## config.mk

```make
export PLATFORM = sky130hd
export DESIGN_NAME = mouse_packet_event_mapper_flat
export DESIGN_NICKNAME = d
export VERILOG_FILES = /design/src/rtl/core/mpem_pkg.sv /design/src/rtl/core/mpem_pkt_if.sv /design/src/rtl/core/mpem_evt_if.sv /design/src/rtl/core/mpem_decode.sv /design/src/rtl/core/mpem_emit.sv /design/src/rtl/core/mouse_packet_event_mapper.sv /design/src/flat_wrapper.sv
export VERILOG_INCLUDE_DIRS = /design/src /design/src/rtl/core
export SDC_FILE = /design/constraint.sdc
export NUM_CORES = 1
export LEC_CHECK = 0
export BUFFER_PORTS_ARGS = -buffer_cell sky130_fd_sc_hd__buf_2
export CORE_MARGIN = 5
export CORE_UTILIZATION = 45
export DETAILED_ROUTE_END_ITERATION = 7
export GPL_TIMING_DRIVEN = 0
export PLACE_DENSITY = 0.77
export SLEW_MARGIN = 20
export SYNTH_ARGS = -nofsm -noshare
export SYNTH_HDL_FRONTEND = slang
export SYNTH_SLANG_ARGS = --single-unit
export TNS_END_PERCENT = 10
```

## constraint.sdc

```tcl
create_clock -name clk_i -period 4.64 [get_ports clk_i]
set_input_delay 0.232 -clock clk_i [delete_from_list [all_inputs] [get_ports clk_i]]
set_output_delay 0.232 -clock clk_i [all_outputs]
set_load 0.01 [all_outputs]
```

## src/rtl/core/mouse_packet_event_mapper_assert.svh

```systemverilog
// ----------------------------------------------------------------------------
// Assertion macros for the mouse packet event mapper
// Concurrent checks that compile away when NO_ASSERTIONS is set.
// ----------------------------------------------------------------------------
`ifndef MOUSE_PACKET_EVENT_MAPPER_ASSERT_SVH
`define MOUSE_PACKET_EVENT_MAPPER_ASSERT_SVH

`ifndef NO_ASSERTIONS
// Same-cycle implication, sampled on the rising clock edge, off during reset.
`define MPEM_ASSERT_IMP(lbl, clk, rstn, ante, cons, msg) \
  lbl: assert property (@(posedge clk) disable iff (!rstn) (ante) |-> (cons)) \
    else $error(msg);
// Next-cycle implication, sampled on the rising clock edge, off during reset.
`define MPEM_ASSERT_NXT(lbl, clk, rstn, ante, cons, msg) \
  lbl: assert property (@(posedge clk) disable iff (!rstn) (ante) |=> (cons)) \
    else $error(msg);
`else
`define MPEM_ASSERT_IMP(lbl, clk, rstn, ante, cons, msg)
`define MPEM_ASSERT_NXT(lbl, clk, rstn, ante, cons, msg)
`endif

`endif

```

## src/rtl/core/mpem_pkg.sv

```systemverilog
// ----------------------------------------------------------------------------
// mpem_pkg
// Types and constants shared by the mouse packet event mapper.
// ----------------------------------------------------------------------------
`timescale 1ns / 1ps
`default_nettype none

package mpem_pkg;

  // Event kinds.
  localparam logic [1:0] KIND_KEY = 2'd1;
  localparam logic [1:0] KIND_REL = 2'd2;

  // Event codes.
  localparam logic [8:0] CODE_X      = 9'd0;
  localparam logic [8:0] CODE_Y      = 9'd1;
  localparam logic [8:0] CODE_LEFT   = 9'd272;
  localparam logic [8:0] CODE_RIGHT  = 9'd273;
  localparam logic [8:0] CODE_MIDDLE = 9'd274;

  // Most events one packet can cause; larger limits act as this.
  localparam logic [2:0] MOST_EVENTS = 3'd5;
  localparam logic [2:0] LIMIT_RESET = 3'd5;

  // Event slots, in the order they are emitted.
  localparam int unsigned NUM_SLOTS = 5;
  localparam int unsigned SLOT_X    = 0;
  localparam int unsigned SLOT_Y    = 1;
  localparam int unsigned SLOT_L    = 2;
  localparam int unsigned SLOT_R    = 3;
  localparam int unsigned SLOT_M    = 4;

  // Status byte bit positions.
  localparam int unsigned BIT_X_SIGN = 4;
  localparam int unsigned BIT_Y_SIGN = 5;

  // A decoded packet waiting to be emitted.
  typedef struct packed {
    logic [NUM_SLOTS-1:0] mask;   // events still to emit
    logic [8:0]           dx;
    logic [8:0]           dy;
    logic [2:0]           btn;    // button state of this packet
    logic [63:0]          stamp;
  } mpem_pend_t;

  // Emitter feedback to the decode stage.
  typedef struct packed {
    logic                 take;   // an event leaves the pending register
    logic [NUM_SLOTS-1:0] rem;    // mask left after that event
  } mpem_pop_t;

endpackage

`default_nettype wire

```

## src/rtl/core/mpem_pkt_if.sv

```systemverilog
// ----------------------------------------------------------------------------
// mpem_pkt_if
// Valid/ready channel carrying one three-byte mouse packet and its timestamp.
// ----------------------------------------------------------------------------
`timescale 1ns / 1ps
`default_nettype none

interface mpem_pkt_if;
  logic        valid;
  logic        ready;
  logic [7:0]  status_byte;
  logic [7:0]  x_byte;
  logic [7:0]  y_byte;
  logic [63:0] stamp_in;

  modport source (output valid, status_byte, x_byte, y_byte, stamp_in, input ready);
  modport sink   (input valid, status_byte, x_byte, y_byte, stamp_in, output ready);
endinterface

`default_nettype wire

```

## src/rtl/core/mpem_evt_if.sv

```systemverilog
// ----------------------------------------------------------------------------
// mpem_evt_if
// Valid/ready channel carrying one input event.
// ----------------------------------------------------------------------------
`timescale 1ns / 1ps
`default_nettype none

interface mpem_evt_if;
  logic               valid;
  logic               ready;
  logic [63:0]        event_time;
  logic [1:0]         event_kind;
  logic [8:0]         event_code;
  logic signed [8:0]  event_value;
  logic               last_event;

  modport source (output valid, event_time, event_kind, event_code, event_value,
                  last_event, input ready);
  modport sink   (input valid, event_time, event_kind, event_code, event_value,
                  last_event, output ready);
endinterface

`default_nettype wire

```

## src/rtl/core/mpem_decode.sv

```systemverilog
// ----------------------------------------------------------------------------
// mpem_decode
// Decodes a packet into a mask of events, capped by the limit register.
// ----------------------------------------------------------------------------
`timescale 1ns / 1ps
`default_nettype none

module mpem_decode (
  input  wire logic                clk_i,
  input  wire logic                rst_ni,
  input  wire logic                cfg_we_i,
  input  wire logic [2:0]          cfg_wdata_i,
  mpem_pkt_if.sink                 pkt_i,
  input  wire mpem_pkg::mpem_pop_t pop_i,
  output mpem_pkg::mpem_pend_t     pend_o
);

  logic [2:0]                     max_events_q;
  logic [2:0]                     prev_btn_q;
  mpem_pkg::mpem_pend_t           pend_q;
  logic                           accept;
  logic [8:0]                     dx;
  logic [8:0]                     dy;
  logic [2:0]                     btn;
  logic [2:0]                     limit;
  logic [mpem_pkg::NUM_SLOTS-1:0] cand;
  logic [mpem_pkg::NUM_SLOTS-1:0] capped;
  logic [2:0]                     cnt;

  assign dx  = {pkt_i.status_byte[mpem_pkg::BIT_X_SIGN], pkt_i.x_byte};
  assign dy  = {pkt_i.status_byte[mpem_pkg::BIT_Y_SIGN], pkt_i.y_byte};
  assign btn = pkt_i.status_byte[2:0];

  assign limit = (max_events_q > mpem_pkg::MOST_EVENTS) ? mpem_pkg::MOST_EVENTS
                                                        : max_events_q;

  always_comb begin
    cand                 = '0;
    cand[mpem_pkg::SLOT_X] = (dx != 9'd0);
    cand[mpem_pkg::SLOT_Y] = (dy != 9'd0);
    cand[mpem_pkg::SLOT_L] = btn[0] ^ prev_btn_q[0];
    cand[mpem_pkg::SLOT_R] = btn[1] ^ prev_btn_q[1];
    cand[mpem_pkg::SLOT_M] = btn[2] ^ prev_btn_q[2];
  end

  // Keep only the first events, up to the limit; the rest are dropped.
  always_comb begin
    capped = '0;
    cnt    = 3'd0;
    for (int i = 0; i < mpem_pkg::NUM_SLOTS; i++) begin
      if (cand[i] && (cnt < limit)) begin
        capped[i] = 1'b1;
        cnt       = cnt + 3'd1;
      end
    end
  end

  // A new packet may enter once the pending one has nothing left after this cycle.
  assign pkt_i.ready = (pend_q.mask == '0) || (pop_i.take && (pop_i.rem == '0));
  assign accept      = pkt_i.valid && pkt_i.ready;

  always_ff @(posedge clk_i or negedge rst_ni) begin
    if (!rst_ni) begin
      max_events_q <= mpem_pkg::LIMIT_RESET;
      prev_btn_q   <= 3'd0;
      pend_q       <= '0;
    end else begin
      if (cfg_we_i) begin
        max_events_q <= cfg_wdata_i;
      end
      if (accept) begin
        prev_btn_q   <= btn;
        pend_q.mask  <= capped;
        pend_q.dx    <= dx;
        pend_q.dy    <= dy;
        pend_q.btn   <= btn;
        pend_q.stamp <= pkt_i.stamp_in;
      end else if (pop_i.take) begin
        pend_q.mask <= pop_i.rem;
      end
    end
  end

  assign pend_o = pend_q;

endmodule

`default_nettype wire

```

## src/rtl/core/mpem_emit.sv

```systemverilog
// ----------------------------------------------------------------------------
// mpem_emit
// Picks the next pending event and holds it in the output register.
// ----------------------------------------------------------------------------
`timescale 1ns / 1ps
`default_nettype none

module mpem_emit (
  input  wire logic                 clk_i,
  input  wire logic                 rst_ni,
  input  wire mpem_pkg::mpem_pend_t pend_i,
  output mpem_pkg::mpem_pop_t       pop_o,
  mpem_evt_if.source                evt_o
);

  logic                           valid_q;
  logic [63:0]                    time_q;
  logic [1:0]                     kind_q;
  logic [8:0]                     code_q;
  logic signed [8:0]              value_q;
  logic                           last_q;
  logic                           load;
  logic                           take;
  logic [mpem_pkg::NUM_SLOTS-1:0] sel;
  logic [mpem_pkg::NUM_SLOTS-1:0] rem;
  logic [1:0]                     kind_d;
  logic [8:0]                     code_d;
  logic signed [8:0]              value_d;

  // Lowest set bit of the pending mask is the next event in order.
  assign sel  = pend_i.mask & (~pend_i.mask + 5'd1);
  assign rem  = pend_i.mask & ~sel;
  assign load = !valid_q || evt_o.ready;
  assign take = (pend_i.mask != '0) && load;

  always_comb begin
    kind_d  = mpem_pkg::KIND_KEY;
    code_d  = mpem_pkg::CODE_MIDDLE;
    value_d = signed'({8'd0, pend_i.btn[2]});
    if (sel[mpem_pkg::SLOT_X]) begin
      kind_d  = mpem_pkg::KIND_REL;
      code_d  = mpem_pkg::CODE_X;
      value_d = signed'(pend_i.dx);
    end else if (sel[mpem_pkg::SLOT_Y]) begin
      kind_d  = mpem_pkg::KIND_REL;
      code_d  = mpem_pkg::CODE_Y;
      value_d = signed'(pend_i.dy);
    end else if (sel[mpem_pkg::SLOT_L]) begin
      code_d  = mpem_pkg::CODE_LEFT;
      value_d = signed'({8'd0, pend_i.btn[0]});
    end else if (sel[mpem_pkg::SLOT_R]) begin
      code_d  = mpem_pkg::CODE_RIGHT;
      value_d = signed'({8'd0, pend_i.btn[1]});
    end
  end

  always_ff @(posedge clk_i or negedge rst_ni) begin
    if (!rst_ni) begin
      valid_q <= 1'b0;
    end else if (load) begin
      valid_q <= (pend_i.mask != '0);
    end
  end

  always_ff @(posedge clk_i) begin
    if (take) begin
      time_q  <= pend_i.stamp;
      kind_q  <= kind_d;
      code_q  <= code_d;
      value_q <= value_d;
      last_q  <= (rem == '0);
    end
  end

  assign pop_o             = '{take: take, rem: rem};
  assign evt_o.valid       = valid_q;
  assign evt_o.event_time  = time_q;
  assign evt_o.event_kind  = kind_q;
  assign evt_o.event_code  = code_q;
  assign evt_o.event_value = value_q;
  assign evt_o.last_event  = last_q;

endmodule

`default_nettype wire

```

## src/rtl/core/mouse_packet_event_mapper.sv

```systemverilog
// ----------------------------------------------------------------------------
// mouse_packet_event_mapper
// Turns three-byte PS/2 mouse packets into relative-motion and key events.
// ----------------------------------------------------------------------------
// Usage: a packet (status, X and Y bytes plus a 64-bit timestamp) arrives on
// the pkt_i valid/ready channel. Each packet yields zero to five events on
// the evt_o channel, in the order X motion, Y motion, left, right, middle,
// each only when nonzero or changed. The last event of a packet carries
// last_event. The max_events register (cfg_we_i / cfg_wdata_i) caps the
// count; values above five act as five and later events are dropped.
// The first event of a packet passes the pending register and then the
// output register before it is valid. Events leave at one event per cycle
// while the receiver takes them; the single output register sets that
// rate. The next packet is taken in the cycle its predecessor hands its
// last event to the output register, so events stream without gaps.
// Reset clears the pending register and the output valid bit, sets the limit
// to five and marks all buttons released. When the receiver stalls, the
// current event holds in the output register and pkt_i.ready drops once
// the pending packet still has events to send.
// ----------------------------------------------------------------------------
`timescale 1ns / 1ps
`default_nettype none

`include "mouse_packet_event_mapper_assert.svh"

module mouse_packet_event_mapper (
  input  wire logic       clk_i,
  input  wire logic       rst_ni,
  input  wire logic       cfg_we_i,
  input  wire logic [2:0] cfg_wdata_i,
  mpem_pkt_if.sink        pkt_i,
  mpem_evt_if.source      evt_o
);

  // Decoded packet in flight and the emitter's feedback on it.
  mpem_pkg::mpem_pend_t pend;
  mpem_pkg::mpem_pop_t  pop;

  // Decode stage: sign-extends motion, compares buttons with the previous
  // packet and caps the resulting event mask.
  mpem_decode u_decode (
    .clk_i       (clk_i),
    .rst_ni      (rst_ni),
    .cfg_we_i    (cfg_we_i),
    .cfg_wdata_i (cfg_wdata_i),
    .pkt_i       (pkt_i),
    .pop_i       (pop),
    .pend_o      (pend)
  );

  // Emit stage: one event per cycle into the output register while the receiver takes them.
  mpem_emit u_emit (
    .clk_i  (clk_i),
    .rst_ni (rst_ni),
    .pend_i (pend),
    .pop_o  (pop),
    .evt_o  (evt_o)
  );

  // Each emitted event removes exactly one entry from the pending mask.
  `MPEM_ASSERT_NXT(a_pop_one, clk_i, rst_ni, pop.take && !(pkt_i.valid && pkt_i.ready), $countones(pend.mask) == $countones($past(pend.mask)) - 1, "pop did not remove exactly one event")

  // Motion events carry only axis codes.
  `MPEM_ASSERT_IMP(a_rel_code, clk_i, rst_ni, evt_o.valid && (evt_o.event_kind == mpem_pkg::KIND_REL), (evt_o.event_code == mpem_pkg::CODE_X) || (evt_o.event_code == mpem_pkg::CODE_Y), "motion event with a button code")

  // Key events report pressed or released only.
  `MPEM_ASSERT_IMP(a_key_value, clk_i, rst_ni, evt_o.valid && (evt_o.event_kind == mpem_pkg::KIND_KEY), (evt_o.event_value == 9'sd0) || (evt_o.event_value == 9'sd1), "key event value out of range")

endmodule

`default_nettype wire

```

## src/flat_wrapper.sv

```systemverilog
// flat-port wrapper written by rule: the top's interface ports become plain ports
module mouse_packet_event_mapper_flat 
  (clk_i, rst_ni, cfg_we_i, cfg_wdata_i, pkt_i_valid, pkt_i_status_byte, pkt_i_x_byte, pkt_i_y_byte, pkt_i_stamp_in, pkt_i_ready, evt_o_valid, evt_o_event_time, evt_o_event_kind, evt_o_event_code, evt_o_event_value, evt_o_last_event, evt_o_ready);
  mpem_pkt_if pkt_i_i ();
  mpem_evt_if evt_o_i ();
  input  wire logic clk_i;
  input  wire logic rst_ni;
  input  wire logic cfg_we_i;
  input  wire logic [2:0] cfg_wdata_i;
  input wire logic [$bits(pkt_i_i.valid)-1:0] pkt_i_valid;
  input wire logic [$bits(pkt_i_i.status_byte)-1:0] pkt_i_status_byte;
  input wire logic [$bits(pkt_i_i.x_byte)-1:0] pkt_i_x_byte;
  input wire logic [$bits(pkt_i_i.y_byte)-1:0] pkt_i_y_byte;
  input wire logic [$bits(pkt_i_i.stamp_in)-1:0] pkt_i_stamp_in;
  output wire logic [$bits(pkt_i_i.ready)-1:0] pkt_i_ready;
  output wire logic [$bits(evt_o_i.valid)-1:0] evt_o_valid;
  output wire logic [$bits(evt_o_i.event_time)-1:0] evt_o_event_time;
  output wire logic [$bits(evt_o_i.event_kind)-1:0] evt_o_event_kind;
  output wire logic [$bits(evt_o_i.event_code)-1:0] evt_o_event_code;
  output wire logic [$bits(evt_o_i.event_value)-1:0] evt_o_event_value;
  output wire logic [$bits(evt_o_i.last_event)-1:0] evt_o_last_event;
  input wire logic [$bits(evt_o_i.ready)-1:0] evt_o_ready;
  assign pkt_i_i.valid = pkt_i_valid;
  assign pkt_i_i.status_byte = pkt_i_status_byte;
  assign pkt_i_i.x_byte = pkt_i_x_byte;
  assign pkt_i_i.y_byte = pkt_i_y_byte;
  assign pkt_i_i.stamp_in = pkt_i_stamp_in;
  assign pkt_i_ready = pkt_i_i.ready;
  assign evt_o_valid = evt_o_i.valid;
  assign evt_o_event_time = evt_o_i.event_time;
  assign evt_o_event_kind = evt_o_i.event_kind;
  assign evt_o_event_code = evt_o_i.event_code;
  assign evt_o_event_value = evt_o_i.event_value;
  assign evt_o_last_event = evt_o_i.last_event;
  assign evt_o_i.ready = evt_o_ready;
  mouse_packet_event_mapper u_core (.clk_i(clk_i), .rst_ni(rst_ni), .cfg_we_i(cfg_we_i), .cfg_wdata_i(cfg_wdata_i), .pkt_i(pkt_i_i), .evt_o(evt_o_i));
endmodule
```

# After elaboration in Yosys (flattened, before gate mapping)

Index checks and enable logic that the tools add are counted.

Register bits: 174
Input bits: 96
Output and inout bits: 87
Word-level logic and storage cells: 70

Add/subtract/negate cells: 4
$lt $le $gt $ge: 6
Muxes and demuxes: 20
Bitwise operators: 7
Reduce and logical (&&, ||, !) cells: 19

Operators by type and width:

| operator                                          | count |
|---|---|
| two-way mux 9 bit                                 | 2 |
| nonzero test 9 bit                                | 2 |
| < comparator 3 bit                                | 4 |
| two-way mux 3 bit                                 | 4 |
| AND 5 bit                                         | 2 |
| logical NOT 5 bit                                 | 2 |
| two-way mux 1 bit                                 | 10 |
| two-way mux 5 bit                                 | 2 |
| NOT 5 bit                                         | 2 |
| adder 3 x 1 -> 3 bit, second input constant       | 3 |
| logical AND 1 bit                                 | 8 |
| adder 5 x 1 -> 5 bit, second input constant       | 1 |
| nonzero test 5 bit                                | 1 |
| two-way mux 2 bit                                 | 2 |
| > comparator 3 bit, second input constant         | 1 |
| < comparator 1 x 3 -> 1 bit, first input constant | 1 |
| OR reduction 3 bit                                | 1 |
| XOR 1 bit                                         | 3 |
| logical OR 1 bit                                  | 2 |
| nonzero test 2 bit                                | 1 |
| OR reduction 2 bit                                | 1 |
| logical NOT 1 bit                                 | 1 |

# Depth between registers and ports, before layout

Gate-level depths: netlist (run 1).

Word-level depth: 18
Depth in mapped cells: 20
Gate-level depth less buffers: 20

# Modules after synthesis

Synthesis (run 1) repeated with hierarchy kept, for this count alone.

Cell total of the unflattened synthesis: 400
Area, all modules: 6,799.0 um^2

Modules (own cells, without submodules):

| module      | times used | cells each | area an instance (um^2) | seq. area each (um^2) |
|---|---|---|---|---|
| mpem_decode | 1          | 274        | 4,070.2                 | 2,329.7 |
| mpem_emit   | 1          | 126        | 2,728.9                 | 2,397.3 |

# Worst setup path before layout (run 1)

OpenSTA, ideal clock, no wires.

Path kind: register to register
From: reg u_core.u_decode.pend_q, in the netlist u_core.u_decode.pend_o[88]
To: reg u_core.u_emit.code_q[0] (netlist: u_core.u_emit.evt_o.event_code[0]) (enable)
Library setup time: 0.543 ns
Arrival time: 4.590 ns
Data required time: 4.097 ns
Setup slack: -0.493 ns
Cell stages (with the launch flop): 5
Buffers on the path: 1
Period minus slack after synthesis: 5.133 ns
Path through: dfrtp_1 clkbuf_1 or4_4 inv_1 a21oi_1

Longest elaborated chain between the ends: 2

RTL lines:

| item                         | line              | source |
|---|---|---|
| from (decl)                  | mpem_decode.sv:20 | `mpem_pkg::mpem_pend_t pend_q;` |
| nonzero test 5 bit           | mpem_emit.sv:34   | `assign take = (pend_i.mask != '0) && load;` |
| logical AND 1 bit            | mpem_emit.sv:34   |  |
| named net u_core.u_emit.take | mpem_emit.sv:23   | `logic take;` |
| to (signal assigned)         | mpem_emit.sv:69   | `code_q <= code_d;` |
| to (decl)                    | mpem_emit.sv:19   | `logic [8:0] code_q;` |

The timed path passes the listed nets, and every way through them passes these cells.
A chain may end at the register's enable or synchronous reset.

# Worst setup path after layout (run 1)

From: reg u_core.u_decode.max_events_q[1]
To: reg u_core.u_decode.pend_q, in the netlist u_core.u_decode.pend_o[89]

Longest elaborated chain between the ends: 18
Elaborated cells between the ends (all ways): 21
Those cells by class: 3 x add/sub; 6 x order compare; 7 x mux; 5 x reduce/logical

RTL lines:

| item                        | line              | source |
|---|---|---|
| from (decl)                 | mpem_decode.sv:18 | `logic [2:0] max_events_q;` |
| from (signal assigned)      | mpem_decode.sv:64 | `max_events_q <= mpem_pkg::LIMIT_RESET;` |
| from (signal assigned)      | mpem_decode.sv:69 | `max_events_q <= cfg_wdata_i;` |
| > comparator 3 bit          | mpem_decode.sv:34 | `assign limit = (max_events_q > mpem_pkg::MOST_EVENTS) ? mpem_pkg::MOST_EVENTS` |
| two-way mux 3 bit *         | mpem_decode.sv:34 |  |
| < comparator 1 x 3 -> 1 bit | mpem_decode.sv:51 | `if (cand[i] && (cnt < limit)) begin` |
| logical AND 1 bit           | mpem_decode.sv:51 |  |
| two-way mux 1 bit           | mpem_decode.sv:51 |  |
| < comparator 3 bit          | mpem_decode.sv:51 |  |
| logical AND 1 bit           | mpem_decode.sv:51 |  |
| two-way mux 3 bit           | mpem_decode.sv:51 |  |
| [2 not listed]              | --                |  |
| two-way mux 3 bit           | mpem_decode.sv:51 |  |
| < comparator 3 bit          | mpem_decode.sv:51 |  |
| logical AND 1 bit           | mpem_decode.sv:51 |  |
| two-way mux 3 bit           | mpem_decode.sv:51 |  |
| < comparator 3 bit *        | mpem_decode.sv:51 |  |
| logical AND 1 bit *         | mpem_decode.sv:51 |  |
| two-way mux 1 bit *         | mpem_decode.sv:51 |  |
| two-way mux 5 bit *         | mpem_decode.sv:71 | `if (accept) begin` |

Every way passes the cells marked *; elsewhere a longest branch is shown, timed or not.

==> run metrics, run 1 <==
Worst setup EP type register; Pre-Repair DR Iteration Count 4; Initial Utilization 45.8%; Post-DRT Antenna Nets 0; RSZ-0062 raised after global routing no; average routed wire per standard cell 17.9 microns; CP max stage cell dfrtp_1; Min Hold Slack 0.0200 ns; count of final setup violators 0; port bufs 174; Area growth syn-to-layout 27.8%; number of unique standard cell types used by synthesis 46; register area share after synthesis 71.2%; Clock Skew 0.00811 ns; Max Root-Sink Buffers 2; max-cap violations 0; Final HPWL DP 10.9 mm; nets 713; Overflow after GRT 0; f_max 0.239 GHz; peak supply drop 292 uV; via count 4,111; critical-path cell list a21oi_1 -> nor2_1 -> o31ai_1 -> inv_1 -> ha_1 -> ha_1 -> a21oi_1 -> o21bai_1 -> o21ai_0 -> ha_1 -> a211o_1 -> a31o_2 -> mux2_2 -> ha_1 -> nand2_1 -> a32oi_1 -> o22ai_1; TNS Setup 0 ns; CTS root buffer clkbuf_16; Synth Area per Inst 16.3 sq um; Worst Path Required 4.93 ns; crit path from u_core.u_decode.max_events_q[1]; critical path type reg2reg; vias in the first global route 4,296; r2r worst-path depth 17; Async SR Flop Fraction 54.3%; Syn Std Cell Area 0.00664 sq mm; Hold Crit Depth 2; clk_lat worst skew 0.41 ns; die area 0.0173 sq mm; most frequent CP cell ha_1; Buf+Inv Stages, Crit Path 1; minimum clock period 4.19 ns; setup slack, reg-to-reg 0.45 ns; Largest stage delay, worst path 0.43 ns; gr usage total 17.0%; Mapped Cells 407; fin crit share 90.2%; routability congestion estimate 0.841; Yosys reg bits 173; crit path max fanout 5; final WL 14.4 mm; Synth warnings 0; pin count of the biggest net entering global routing 53; H-tree levels 4; layout cell share with drive strength beyond 1 52.5%; hold path endpoint u_core.u_decode.max_events_q[2]; clock slew at reported path FFs 0.06 ns; CTS Buf Count 17; vias per std cell 5.09; R2R Path Start u_core.u_decode.max_events_q[1]; first-pass GRT wire length 23.3 mm; Design Power 6350 uW; CTS Sinks 173; leakage power 0.00373 uW; Hold Violations, Final 0; # IOs 183; Synth Flop Type dfrtp_1; Chip Height 131 microns; die extent in x 131 microns; hold crit path type in2reg; ANT cells 0; worst hold start cfg_we_i; initial drt markers 201; Worst EP arrival 4.48 ns; initial antenna violation count 1; Worst path top cell family by delay compound AO/OA/AOI/OAI gates; core area 0.0145 sq mm; TritonCTS clock tree built; pwr dens 749 mW/mm^2; DRC Markers 0; EDFF count, synth 79; Max Slew Vio Count 0; status finished, final reports clean; Site Rows 44; Worst R2R End u_core.u_decode.pend_o[89]; Critical Path Start Type register
[placed cells by master (no fill, tap or decap), types with 4 or more instances in the layout]
master / instances
nor3_1: 4
ha_1: 7
clkbuf_16: 17
nor2_1: 16
edfxtp_1: 79
buf_4: 7
buf_16: 5
buf_2: 181
mux2_2: 83
conb_1: 5
o21ai_0: 18
dfrtp_1: 92
nand2_1: 20
clkbuf_1: 5
clkinvlp_4: 4
inv_1: 9
mux2_4: 6
a21oi_1: 9
[worst max-delay path by stage]
| stage | end | slack [ns] | depth (start not counted) |
|---|---|---|---|
| after floorplan | u_core.u_decode.pend_o[89] | 1.03 | 17 |
| after global placement | u_core.u_emit.evt_o.event_time[37] | 0.20 | 4 |
| after detailed placement | u_core.u_decode.pend_o[89] | 0.49 | 17 |
| after CTS | u_core.u_decode.pend_o[89] | 0.44 | 17 |
| after global routing | u_core.u_decode.pend_o[89] | 0.11 | 17 |
| final | u_core.u_decode.pend_o[89] | 0.45 | 17 |
[kinds of logic (layout without fill, tap and decap cells)]
kind of cell | Yosys count | count (layout) | synth area share (%)
compound gates | 49 | 49 | 5.05
mux | 90 | 90 | 15.6
xor+xnor | 3 | 3 | 0.396
buf+inv | 30 | 242 | 2.47
simple gates | 54 | 54 | 3.87
fa+ha+maj | 7 | 7 | 1.32
other cells | 1 | 5 | 0.0565
flops | 173 | 173 | 71.2
[routing by layer]
layer / global-route usage [%] / part of all wire [%] / vias to the layer above
met5: 0 / 0.090 / -
met4: 5.83 / 1.9 / 2
met3: 5.39 / 7.4 / 30
met2: 27.3 / 48 / 182
met1: 22.1 / 42 / 2020
li1: - / - / 1877
[where the power goes]
part	switching (uW)	total (uW)	internal [uW]
clock	592	1340	749
sequential	328	2890	2560
combinational	1070	2130	1050
total	1990	6350	4360
[cell type report]
| cell class | count | area, sq um |
|---|---|---|
| buffer | 21 | 130 |
| clock buffer | 18 | 429 |
| clock inverter | 14 | 135 |
| fill | 1126 | 6000 |
| inverter | 9 | 33.8 |
| multi-input combinational | 208 | 1770 |
| sequential | 173 | 4730 |
| tap | 184 | 230 |
| timing repair buffer | 180 | 1020 |
[timing repair]
| action | CTS | global route |
|---|---|---|
| endpoints found under the hold margin | 42 | 0 |
| buffers inserted | 0 | 0 |
| resized for setup | 0 | 0 |
| hold buffers | 1 | 0 |
[Yosys cell counts, types with 2 or more instances]
library cell	n	share of area [%]
a21o_1	2	0.23
a21oi_1	10	0.75
a22o_1	3	0.40
buf_2	8	0.60
buf_4	7	0.79
buf_6	2	0.34
clkbuf_1	4	0.23
dfrtp_1	92	35
dfstp_2	2	0.79
edfxtp_1	79	36
ha_1	7	1.3
inv_1	9	0.51
mux2_2	83	14
mux2_4	6	1.4
nand2_1	20	1.1
nand3_1	2	0.15
nor2_1	16	0.91
nor2b_1	2	0.19
nor3_1	4	0.30
nor4_1	2	0.19
o211ai_1	2	0.23
o21ai_0	18	1.4
o31ai_1	3	0.34
xnor2_1	2	0.26
[flip-flops by register name, summed over array words and instances (netlist names)]
register / flops
u_core.u_decode.pend_o: 90
u_core.u_emit.evt_o.event_time: 64
u_core.u_emit.evt_o.event_value: 9
u_core.u_decode.max_events_q: 3
u_core.u_emit.evt_o.event_code: 3
u_core.u_emit.evt_o.event_kind: 2
u_core.u_emit.evt_o.last_event: 1
u_core.u_emit.evt_o.valid: 1
[metrics by stage]
step           std cells  util [%]  instance area, sq um  worst slack (ns)
2_1_floorplan        411         -                  6650              1.03
3_3_place_gp         769      53.6                  7750             0.200
3_5_place_dp         774      54.6                  7910             0.491
4_1_cts              807      58.6                  8480             0.435
5_1_grt              807      58.6                  8480             0.108
6_report             807      58.6                  8480             0.453
(Power assumes the default switching activity.)
==> inputs of run 2 (changes only) <==
Settings changed: MAX_ROUTING_LAYER set to met4.
==> run metrics, run 2 (synthesis results as in run 1) <==
status finished, final reports clean; Filler cells 1,123; Overflow after GRT 0; footprint of the multi-input gates 0.00177 sq mm; layout cell share with drive strength beyond 1 52.4%; Worst Path Required 4.95 ns; met3 Use GR 4.51%; critical path type reg2reg; vias in the first global route 4,298; # IOs 183; crit path max fanout 5; Area growth syn-to-layout 27.6%; clock slew at reported path FFs 0.07 ns; Clock Skew 0.00845 ns; fin crit share 89.8%; die extent in x 131 microns; Slew @ Worst Pin 0.748 ns; pin count of the biggest net entering global routing 53; TNS Setup 0 ns; nets 712; initial antenna violation count 2; CTS Buf Count 17; Buf+Inv Stages, Crit Path 1; critical-path cell list a21oi_1 -> nor2_1 -> o31ai_1 -> inv_1 -> ha_1 -> ha_1 -> a21oi_1 -> o21bai_1 -> o21ai_0 -> ha_1 -> a211o_1 -> a31o_2 -> mux2_2 -> ha_1 -> nand2_1 -> a32oi_1 -> o22ai_1; CP max stage cell dfrtp_1; busiest grt layer met2; Worst path top cell family by delay compound AO/OA/AOI/OAI gates; f_max 0.240 GHz; Worst EP arrival 4.47 ns; CTS Sinks 173; post-cts sizing count 0; average routed wire per standard cell 17.8 microns; RSZ-0062 raised after global routing no; register area 0.00473 sq mm; Max Root-Sink Buffers 2; gr usage total 17.5%; first-pass GRT wire length 23.1 mm; peak supply drop 366 uV; DRC Markers 0; Site Rows 44; routability congestion estimate 0.816; die area 0.0173 sq mm; leakage power 0.00373 uW; most frequent CP cell ha_1; Hold Crit Depth 2; critical path depth 17; r2r worst-path depth 17; Core Util, Final 58.5%; Critical Path Start Type register; Slew HR 50.0%; vias per std cell 5.00; Max Slew Vio Count 0; M1 GR Usage 22.5%; max-cap violations 0; CTS root buffer clkbuf_16; core area 0.0145 sq mm; clk_lat worst skew 0.43 ns; max reg flops 90; commonest non-fill, non-tap cell in the layout buf_2; Largest stage delay, worst path 0.43 ns; Post-DRT Antenna Nets 0; hold crit path type in2reg; TritonCTS clock tree built; H-tree levels 4; Pre-Repair DR Iteration Count 4; count of final setup violators 0; initial drt markers 240; Worst setup EP type register; port bufs 174; Global Route met2 Usage 26.2%; final WL 14.4 mm; commonest non-fill, non-tap cells in the layout buf_2, dfrtp_1, mux2_2; Chip Height 131 microns; via count 4,037; Hold Violations, Final 0; Initial Utilization 45.8%; minimum clock period 4.17 ns; pwr dens 750 mW/mm^2; Final HPWL DP 10.5 mm
==> run 2: cell types whose count changed in the layout (fill, tap and decap cells not counted) <==
cell	delta
clkinvlp_4	-3
clkinv_4	-1
inv_6	+2
clkinv_2	+1
inv_8	-2
clkbuf_8	+3
buf_16	-1
diode_2	+2
==> run 2: what timing repair did <==
| action | in CTS | in global routing |
|---|---|---|
| setup buffers | 0 | 0 |
| endpoints found under the hold margin | 42 | 0 |
| hold buffers | 1 | 0 |
==> run 2: through the flow <==
stage / setup slack, ns / instances / hold slack [ns] / total power [uW] / cell area [sq um]
floorplan: 1.03 / 411 / -0.0636 / 4180 / 6650
global placement: 0.206 / 769 / 0.422 / 4860 / 7750
detailed placement: 0.453 / 773 / 0.185 / 5020 / 7880
CTS: 0.437 / 806 / 0.00486 / 6420 / 8460
global route: 0.0570 / 808 / 0.0210 / 6710 / 8470
finish: 0.472 / 808 / 0.0183 / 6350 / 8470
==> run 2: worst paths after layout <==
path / from / endpoint / slack [ns]
setup reg to reg: u_core.u_decode.max_events_q[1] / u_core.u_decode.pend_o[89] / 0.47
hold reg to reg: u_core.u_decode.pend_o[31] / u_core.u_emit.evt_o.event_time[31] / 0.44
hold / removal: cfg_we_i / u_core.u_decode.max_events_q[2] / 0.02
max in group asynchronous: rst_ni / u_core.u_decode.max_events_q[2] / 3.69
setup / recovery: u_core.u_decode.max_events_q[1] / u_core.u_decode.pend_o[89] / 0.47
min in group asynchronous: rst_ni / u_core.u_decode.pend_o[36] / 0.29
==> run 2: cell type report <==
cell class | instances | area share (%)
Timing Repair Buffer | 179 | 11.8
Buffer | 21 | 1.54
Clock buffer | 21 | 5.56
Inverter | 9 | 0.399
Sequential cell | 173 | 55.8
Antenna cell | 2 | 0.0591
Tap cell | 184 | 2.72
Clock inverter | 11 | 1.23
Multi-Input combinational cell | 208 | 20.9
==> run 2: layer usage <==
layer,part of all wire (%),routed length (microns)
met5,0,0
met4,2.2,313
met3,7.1,1020
met2,47,6820
met1,43,6230
==> run 2: power by group <==
group	internal [uW]	switching [uW]
logic	1030	1060
registers	2560	321
clock network	787	593
total	4380	1980
==> inputs of run 3 (changes only) <==
==> constraint.sdc (replaced) <==
create_clock -name clk_i -period 4.64 [get_ports clk_i]
set_input_delay 0 -clock clk_i [delete_from_list [all_inputs] [get_ports clk_i]]
set_output_delay 0 -clock clk_i [all_outputs]
set_load 0.01 [all_outputs]
==> run metrics, run 3 (synthesis results as in run 1) <==
vias per std cell 4.98; Max Root-Sink Buffers 2; # IOs 183; Switch Pwr 2020 uW; Net Sw Frac 31.4%; Final HPWL DP 10.5 mm; H-tree levels 4; commonest non-fill, non-tap cell in the layout buf_2; pin count of the biggest net entering global routing 53; Comb pwr share 33.8%; Critical Path Start Type register; Area growth syn-to-layout 41.3%; initial antenna violation count 0; Worst EP arrival 4.46 ns; CP max stage cell dfrtp_1; peak supply drop 307 uV; die area 0.0173 sq mm; via count 4,463; Seq pwr share 44.9%; critical path type reg2reg; vias in the first global route 4,779; Site Rows 44; commonest non-fill, non-tap cells in the layout buf_2, dlygate4sd3_1, dfrtp_1; layout cell share with drive strength beyond 1 45.7%; gr usage total 19.6%; Largest stage delay, worst path 0.43 ns; Worst Path Required 4.94 ns; minimum clock period 4.16 ns; Clock power frac 21.4%; Slew HR 50.7%; critical-path cell list a21oi_1 -> nor2_1 -> o31ai_1 -> inv_1 -> ha_1 -> ha_1 -> a21oi_1 -> o21bai_1 -> o21ai_0 -> ha_1 -> a211o_1 -> a31o_2 -> mux2_2 -> ha_1 -> nand2_1 -> a32oi_1 -> o22ai_1; Chip Height 131 microns; port bufs 174; fin crit share 89.6%; Worst setup EP type register; final instance area 0.00937 sq mm; initial drt markers 297; core area 0.0145 sq mm; CTS Sinks 173; hold crit path type in2async; clk_lat worst skew 0.42 ns; Pint 4430 uW; most frequent CP cell ha_1; CTS root buffer clkbuf_16; max-cap violations 0; RSZ-0062 raised after global routing no; Placed Instances 773; Initial Utilization 45.8%; status finished, final reports clean; first-pass GRT wire length 26.1 mm; count of final setup violators 0; leakage power 0.00411 uW; final WL 15.9 mm; average routed wire per standard cell 17.7 microns; pwr dens 688 mW/mm^2; Post-DRT Antenna Nets 0; Clock Skew 0.00762 ns; TNS Setup 0 ns; Max Slew Vio Count 0; f_max 0.240 GHz; DRC Markers 0; Overflow after GRT 0; crit path max fanout 5; routability congestion estimate 0.816; ANT cells 0; Filler cells 987; Non-Filler Instances 897; placed cell areas 0.00788 sq mm; nets 803; Pre-Repair DR Iteration Count 4; TritonCTS clock tree built; die extent in x 131 microns; Hold Violations, Final 0; Slew @ Worst Pin 0.738 ns; clock slew at reported path FFs 0.06 ns; max reg flops 90; CTS Buf Count 17
==> run 3: cell types whose count changed in the layout (fill, tap and decap cells not counted), sizes merged <==
cell | before | now
diode | 2 | 0
dlygate4sd3 | 1 | 92
==> run 3: metal layers <==
layer	wire length [microns]	part of all wire, %	vias up	global-route usage [%]
met1	6790	43	2180	24.6
met5	0	0	-	-
met4	263	1.7	0	7.71
li1	-	-	2067	-
met3	1040	6.5	26	4.74
met2	7830	49	190	30.9
==> run 3: layout make-up <==
class	instances	area [sq um]	area share, %
tap	184	230	2.46
inverter	9	33.8	0.360
clock inverter	11	104	1.11
sequential	173	4730	50.4
buffer	21	130	1.39
multi-input combinational	208	1770	18.9
timing repair buffer	270	1910	20.4
clock buffer	21	470	5.02
==> run 3: repair_timing <==
item / CTS / global route
hold endpoints to repair: 183 / 0
buffers inserted: 0 / 0
gates resized for setup: 0 / 0
hold buffers: 92 / 0
==> run 3: worst max-delay path: cells and delay by family, from the launching register on <==
family | cells | cell delay, ns
buffers and inverters | 1 | 0.09
adders and majority gates | 4 | 1.16
AOI/OAI and AO/OA | 9 | 1.97
and+or+nand+nor | 2 | 0.12
muxes | 1 | 0.27
DFF | 1 | 0.43
==> run 3: power groups by stage <==
stage                     combinational (uW)  sequential (uW)  clock [uW]
after floorplan                         1140             3030           0
after global placement                  1960             2890           0
after detailed placement                2120             2910           0
after CTS                               2190             2880        1400
after global routing                    2360             2980        1460
final                                   2180             2890        1380
==> run 3: path summary, 6_finish.rpt <==
path	startpoint	end	slack (ns)	depth (start not counted)
max in group asynchronous	rst_ni	u_core.u_decode.max_events_q[2]	3.90	3
min reg2reg	u_core.u_decode.pend_o[32]	u_core.u_emit.evt_o.event_time[32]	0.44	0
max reg2reg	u_core.u_decode.max_events_q[1]	u_core.u_decode.pend_o[89]	0.48	17
min in group clk_i	cfg_wdata_i[2]	u_core.u_decode.max_events_q[2]	0.33	4
min	rst_ni	u_core.u_decode.pend_o[36]	0.08	2
max	u_core.u_decode.max_events_q[1]	u_core.u_decode.pend_o[89]	0.48	17
==> run 3: through the flow <==
step                      setup WS (ns)  utilization [%]  hold WS (ns)  total power, uW
after CTS                         0.437             64.7        0.0642             6480
final                             0.481             64.7        0.0831             6450
after floorplan                    1.03                -        -0.296             4180
after detailed placement          0.453             54.4       -0.0474             5020
after global placement            0.206             53.6         0.198             4860
after global routing             0.0569             64.7         0.117             6810
